**config.mk**
```make
export PLATFORM = sky130hd
export DESIGN_NAME = fpa_mul
export DESIGN_NICKNAME = d
export VERILOG_FILES = /design/src/design/fpa_pkg.sv /design/src/design/fpa_mul.sv
export SDC_FILE = /design/constraint.sdc
export NUM_CORES = 2
export LEC_CHECK = 0
export ABC_AREA = 1
export BUFFER_PORTS_ARGS = -buffer_cell sky130_fd_sc_hd__buf_2
export CORE_MARGIN = 4
export CORE_UTILIZATION = 70
export CTS_CLUSTER_DIAMETER = 80
export DETAILED_ROUTE_END_ITERATION = 12
export HOLD_SLACK_MARGIN = 0.1
export PLACE_DENSITY = 0.95
export SYNTH_ARGS = -nofsm -noshare
export SYNTH_HDL_FRONTEND = slang
export SYNTH_SLANG_ARGS = --single-unit
```
**constraint.sdc**
```tcl
create_clock -name clk_i -period 20.1 [get_ports clk_i]
set_input_delay 4.02 -clock clk_i [delete_from_list [all_inputs] [get_ports clk_i]]
set_output_delay 4.02 -clock clk_i [all_outputs]
set_load 0.1 [all_outputs]
```
**src/design/fpa_pkg.sv**
```systemverilog
// ----------------------------------------------------------------------------
// Fixed-point ALU package
// Shared constants, action codes and pipeline side-band types.
// ----------------------------------------------------------------------------
`default_nettype none

package fpa_pkg;

  // Raw word width and default number of fraction bits.
  localparam int unsigned WORD_W        = 32;
  localparam int unsigned FRACTION_BITS = 8;
  localparam int unsigned ACTION_W      = 4;

  // Action codes carried in the action field.
  typedef enum logic [ACTION_W-1:0] {
    OP_ADD      = 4'd0,
    OP_SUB      = 4'd1,
    OP_MUL      = 4'd2,
    OP_DIV      = 4'd3,
    OP_MIN      = 4'd4,
    OP_MAX      = 4'd5,
    OP_INC      = 4'd6,
    OP_DEC      = 4'd7,
    OP_FROM_INT = 4'd8,
    OP_TO_INT   = 4'd9
  } fpa_op_e;

  // Per-item data that travels alongside the divider stages.
  typedef struct packed {
    logic [ACTION_W-1:0] action;
    logic [WORD_W-1:0]   simple_res;
    logic                is_less;
    logic                is_equal;
    logic                is_greater;
    logic                neg;
    logic                dz;
  } fpa_side_t;

endpackage

`default_nettype wire

```
**src/design/fpa_mul.sv**
```systemverilog
// ----------------------------------------------------------------------------
// Fixed-point multiplier
// Two-stage unsigned magnitude multiply with round half up at the fraction.
// ----------------------------------------------------------------------------
`default_nettype none

module fpa_mul #(
  parameter int unsigned FRACTION_BITS = fpa_pkg::FRACTION_BITS
) (
  input  wire logic                        clk_i,
  input  wire logic                        en_i,
  input  wire logic [fpa_pkg::WORD_W-1:0]  mag_a_i,
  input  wire logic [fpa_pkg::WORD_W-1:0]  mag_b_i,
  output logic      [fpa_pkg::WORD_W-1:0]  mag_o
);

  localparam int unsigned PW = 2 * fpa_pkg::WORD_W;

  logic [PW-1:0]             prod_q;
  logic [PW-1:0]             sum;
  logic [fpa_pkg::WORD_W-1:0] rnd_d, rnd_q;

  // Rounding adds half an output step before dropping the fraction bits.
  assign sum   = prod_q + (PW'(1) << (FRACTION_BITS - 1));
  assign rnd_d = sum[FRACTION_BITS +: fpa_pkg::WORD_W];

  // Product stage, then rounding stage.
  always_ff @(posedge clk_i) begin
    if (en_i) begin
      prod_q <= PW'(mag_a_i) * PW'(mag_b_i);
      rnd_q  <= rnd_d;
    end
  end

  assign mag_o = rnd_q;

endmodule

`default_nettype wire

```
=== Word level (Yosys, flattened, before mapping) ===
Index checks and enable logic that the tools add are counted.

* Add/sub/neg operators: 1
* $mul: 1
* Div/mod/pow operators: 0
* Order comparisons: 0
* Eq/ne operators: 0
* Shift operators: 0
* Multiplexer cells: 0
* Bitwise logic cells: 0
* Reduce and logical (&&, ||, !) cells: 0

{| class="wikitable"
|+ Operator list
! kind !! count
|-
| $add 40x8->40 const B || 1
|-
| $mul 32x32->40 || 1
|}

* Register bits: 72
* Bits in latches: 0
* RAM bits: 0
* Bits in read-only memories: 0
* Output and inout port bits: 32
* Logic and storage cells: 4
* Memories: 0

=== Logic depth before layout (Yosys ltp) ===
* Depth after elaboration: 1
* Gate-level depth with buffers: 32
* Mapped depth without buffers: 30

=== Worst setup path after synthesis ===
OpenSTA, ideal clock, no wires.

* Path type: input to register
* From: input port mag_b_i[11] (netlist bit)
* To: register prod_q[39] (data pin)
* Library setup time: 0.252 ns
* Arrival: 9.961 ns
* Setup slack: 9.887 ns
* Stages on the path: 28
* Path buffers: 2
* Path through: clkbuf_1 > buf_1 > nand2_1 > fa_1 > inv_1 > fa_1 > inv_1 > fa_1 > fa_1 > inv_1 > fa_1 > fa_1 > inv_1 > fa_1 > fa_1 > inv_1 > ha_1 > nand2_1 > nor2_1 > inv_1 > nor2_1 > inv_1 > nor4_1 > nand3_1 > nand3_1 > inv_1 > nand2_1 > nand2_1

* Word-level cells in the longest chain between the ends: 1

{| class="wikitable"
|+ Ends and longest elaborated chain
! what !! RTL line !! source
|-
| from (decl) || fpa_mul.sv:13 || <nowiki>input wire logic [fpa_pkg::WORD_W-1:0] mag_b_i,</nowiki>
|-
| $mul 32x32->40 || fpa_mul.sv:30 || <nowiki>prod_q <= PW'(mag_a_i) * PW'(mag_b_i);</nowiki>
|-
| to (signal assigned) || fpa_mul.sv:30 ||
|-
| to (decl) || fpa_mul.sv:19 || <nowiki>logic [PW-1:0] prod_q;</nowiki>
|}

No other way between the ends.
A chain may end at the register's enable or synchronous reset.

=== Worst setup path in the final report ===
* From: input port mag_a_i[6] (netlist bit)
* To: register prod_q[39] (data pin)

* Word-level cells in the longest chain between the ends: 1

{| class="wikitable"
|+ Ends and longest elaborated chain
! what !! RTL line !! source
|-
| from (decl) || fpa_mul.sv:12 || <nowiki>input wire logic [fpa_pkg::WORD_W-1:0] mag_a_i,</nowiki>
|-
| $mul 32x32->40 || fpa_mul.sv:30 ||
|}

No other way between the ends.

==> results.sh <==
export IMPL_status="finished, final reports clean"
export IMPL_worstPathArrival_ns=10.87
export IMPL_clk_pin_slew_ns=0.05
export IMPL_final_area_um2=27500
export IMPL_skew_ns=0.00632
export IMPL_io_pins=98
export IMPL_synthCells=3401
export IMPL_endpoint_kind="register"
export IMPL_cts_buffer_depth=2
export IMPL_fin_crit_ns=10.79
export IMPL_dpl_hpwl_um=57000
export IMPL_yosys_warnings=0
export IMPL_layout_drive_gt1_share_pct=4.12
export IMPL_die_area_um2=41300
export IMPL_cts_root_buf="clkbuf_16"
export IMPL_max_freq_mhz=92.7
export IMPL_slew_headroom_pct=34.8
export IMPL_fin_crit_sh_pct=53.7
export IMPL_rows=71
export IMPL_drv_cap=0
export IMPL_critPathRequiredTime_ns=20.18
export IMPL_finalHoldViolations=0
export IMPL_syn_area_per_cell_um2=7.84
export IMPL_cts_inserted_buffers=9
export IMPL_postCtsHoldBufs=0
export IMPL_drc=0
export IMPL_htree_levels=3
export IMPL_rsz0062_at_grt="no"
export IMPL_synth_seq_area_share_pct=7.32
export IMPL_drt_total_wl_um=71700
export IMPL_grt_usage_pct=36.1
export IMPL_ys_seq_elements=65
export IMPL_holdWs_ns=0.578
export IMPL_tightest_slew_ns=0.978
export IMPL_antenna_left=0
export IMPL_cp_max_fo=32
export IMPL_drt_initial_drc_count=2558
export IMPL_synth_top_area_cell="fa_1"
export IMPL_synth_cell_types=43
export IMPL_fp_dieH_um=203
export IMPL_final_nets=4197
export IMPL_regArea_um2=1950
export IMPL_final_setup_viol_count=0
export IMPL_syn_cell_area_um2=26700
export IMPL_fin_setup_tns_ns=0
export IMPL_antenna_found_initial=1
export IMPL_fillCellCount=2429
export IMPL_tritoncts="yes"
export IMPL_grt_ovfl_total=0
export IMPL_viasPerCell=5.64
export IMPL_worst_hold_path_type="register to register"
export IMPL_multi_input_area_um2=19900
export IMPL_core_um2=37600
export IMPL_drv_slew=0
export IMPL_initial_core_util_pct=70.9
export IMPL_synth_top_area_share_pct=46.8
export IMPL_placed_area_um2=27200
export IMPL_firstDrtPassIters=6
export IMPL_syn_nets=4232
export IMPL_vias=21892
export IMPL_ctsResizeCount=0
export IMPL_cts_sinks=65
export IMPL_worstSetupPathType="primary input to register"
export IMPL_grt_max_degree=66
export IMPL_io_buffer_count=97
export IMPL_postCtsSetupRepairBufs=0
export IMPL_die_w_um=203
export IMPL_clk_latency_ns=0.33
export IMPL_syn2layout_area_growth_pct=3.29
export IMPL_first_global_vias=24480
export IMPL_grt_first_pass_wirelength_um=118000
export IMPL_wl_per_cell_um=18.5
export IMPL_synthTopCellsByArea="fa_1 (47%), inv_1 (16%), nand2_1 (14%)"
export IMPL_finalWeightedCongestion=0.998
export IMPL_critical_path_startpoint_type="primary input"
## final timing paths
kind | startpoint | to | slack (ns) | cells after the start
max | mag_a_i[6] | prod_q[39] | 9.31 | 27
min | prod_q[8] | mag_o[0] | 0.58 | 1
min reg2reg | prod_q[8] | mag_o[0] | 0.58 | 1
max reg2reg | prod_q[8] | mag_o[29] | 17.92 | 9
## per-stage QoR
step           utilization, %  instances  setup WS (ns)
6_report                 73.3       3884           9.31
5_1_grt                  73.3       3883           8.92
4_1_cts                  73.3       3882           9.43
3_5_place_dp             72.5       3866           9.11
3_3_place_gp             72.5       3866           9.17
2_1_floorplan               -       3401           9.89
## critical path, cell delays in order
cell and delay, ns:
buf_2 0.73, nand2_1 0.18, fa_1 0.59, inv_1 0.05, fa_1 0.36, inv_1 0.09, fa_1 0.46, fa_1 0.49
inv_1 0.06, fa_1 0.50, fa_1 0.56, inv_1 0.05, fa_1 0.45, fa_1 0.49, inv_1 0.04, ha_1 0.34
nand2_1 0.13, nor2_1 0.16, inv_1 0.08, nor2_1 0.13, inv_1 0.07, nor4_1 0.38, nand3_1 0.13, nand3_1 0.13
inv_1 0.06, nand2_1 0.07, nand2_1 0.05
## synth_stat cells (all sizes together)
cell type,number
a31oi,6
a21oi,47
inv,1123
fa,623
clkbuf,124
edfxtp,65
ha,142
buf,25
o31ai,1
nor4,6
xor2,41
a21boi,2
o21bai,5
nor2,63
a21o,2
nor3,8
o21ai,29
and3,1
a211oi,1
o21a,1
o211ai,1
nand3b,5
nor3b,1
xnor2,19
nand2,984
nand3,65
nand4,10
o2111ai,1
## layer usage
metal / track usage [%] / wire length [um] / share of wire (%) / vias up
met1: 42.0 / 22400 / 31 / 10332
met4: 23.4 / 5800 / 8.1 / 0
li1: - / - / - / 9326
met2: 59.2 / 33800 / 47 / 1693
met5: 0 / 0 / 0 / -
met3: 10.0 / 9700 / 14 / 541
## area by class of cell
cell class | count | share of cell area (%)
multi-input combinational | 2064 | 72.3
inverter | 1123 | 15.3
sequential | 65 | 7.09
tap | 511 | 2.32
timing repair buffer | 103 | 1.93
clock buffer | 11 | 0.845
clock inverter | 5 | 0.168
antenna | 2 | 0.0182
## flip-flops by register name, indices dropped and copies added, names as in the netlist
register  flops
prod_q       33
mag_o        32
## logic make-up (layout without fill, tap and decap cells)
| logic type | after synthesis | after routing | synth area share, % |
|---|---|---|---|
| AO/OA/AOI/OAI | 96 | 96 | 1.97 |
| other | 0 | 2 | 0 |
| XOR/XNOR | 60 | 60 | 1.97 |
| flip-flops | 65 | 65 | 7.32 |
| adder cells (fa/ha/maj) | 765 | 765 | 53.5 |
| AND/OR/NAND/NOR | 1143 | 1143 | 17.3 |
| buffers and inverters | 1272 | 1242 | 18.0 |
## cells in the final DEF (no fill, tap or decap), types with 9 or more instances in the layout
master	n
fa_1	623
nor2_1	56
clkbuf_16	9
edfxtp_1	65
nand3_1	59
nand4_1	9
nand2_1	980
o21ai_0	26
a21oi_1	47
xnor2_1	19
buf_2	97
ha_1	142
inv_1	1122
xor2_1	41
Power is left out: the tool's default activity adds up to more than one toggle a clock period on the data nets, which glitch-free logic cannot reach.
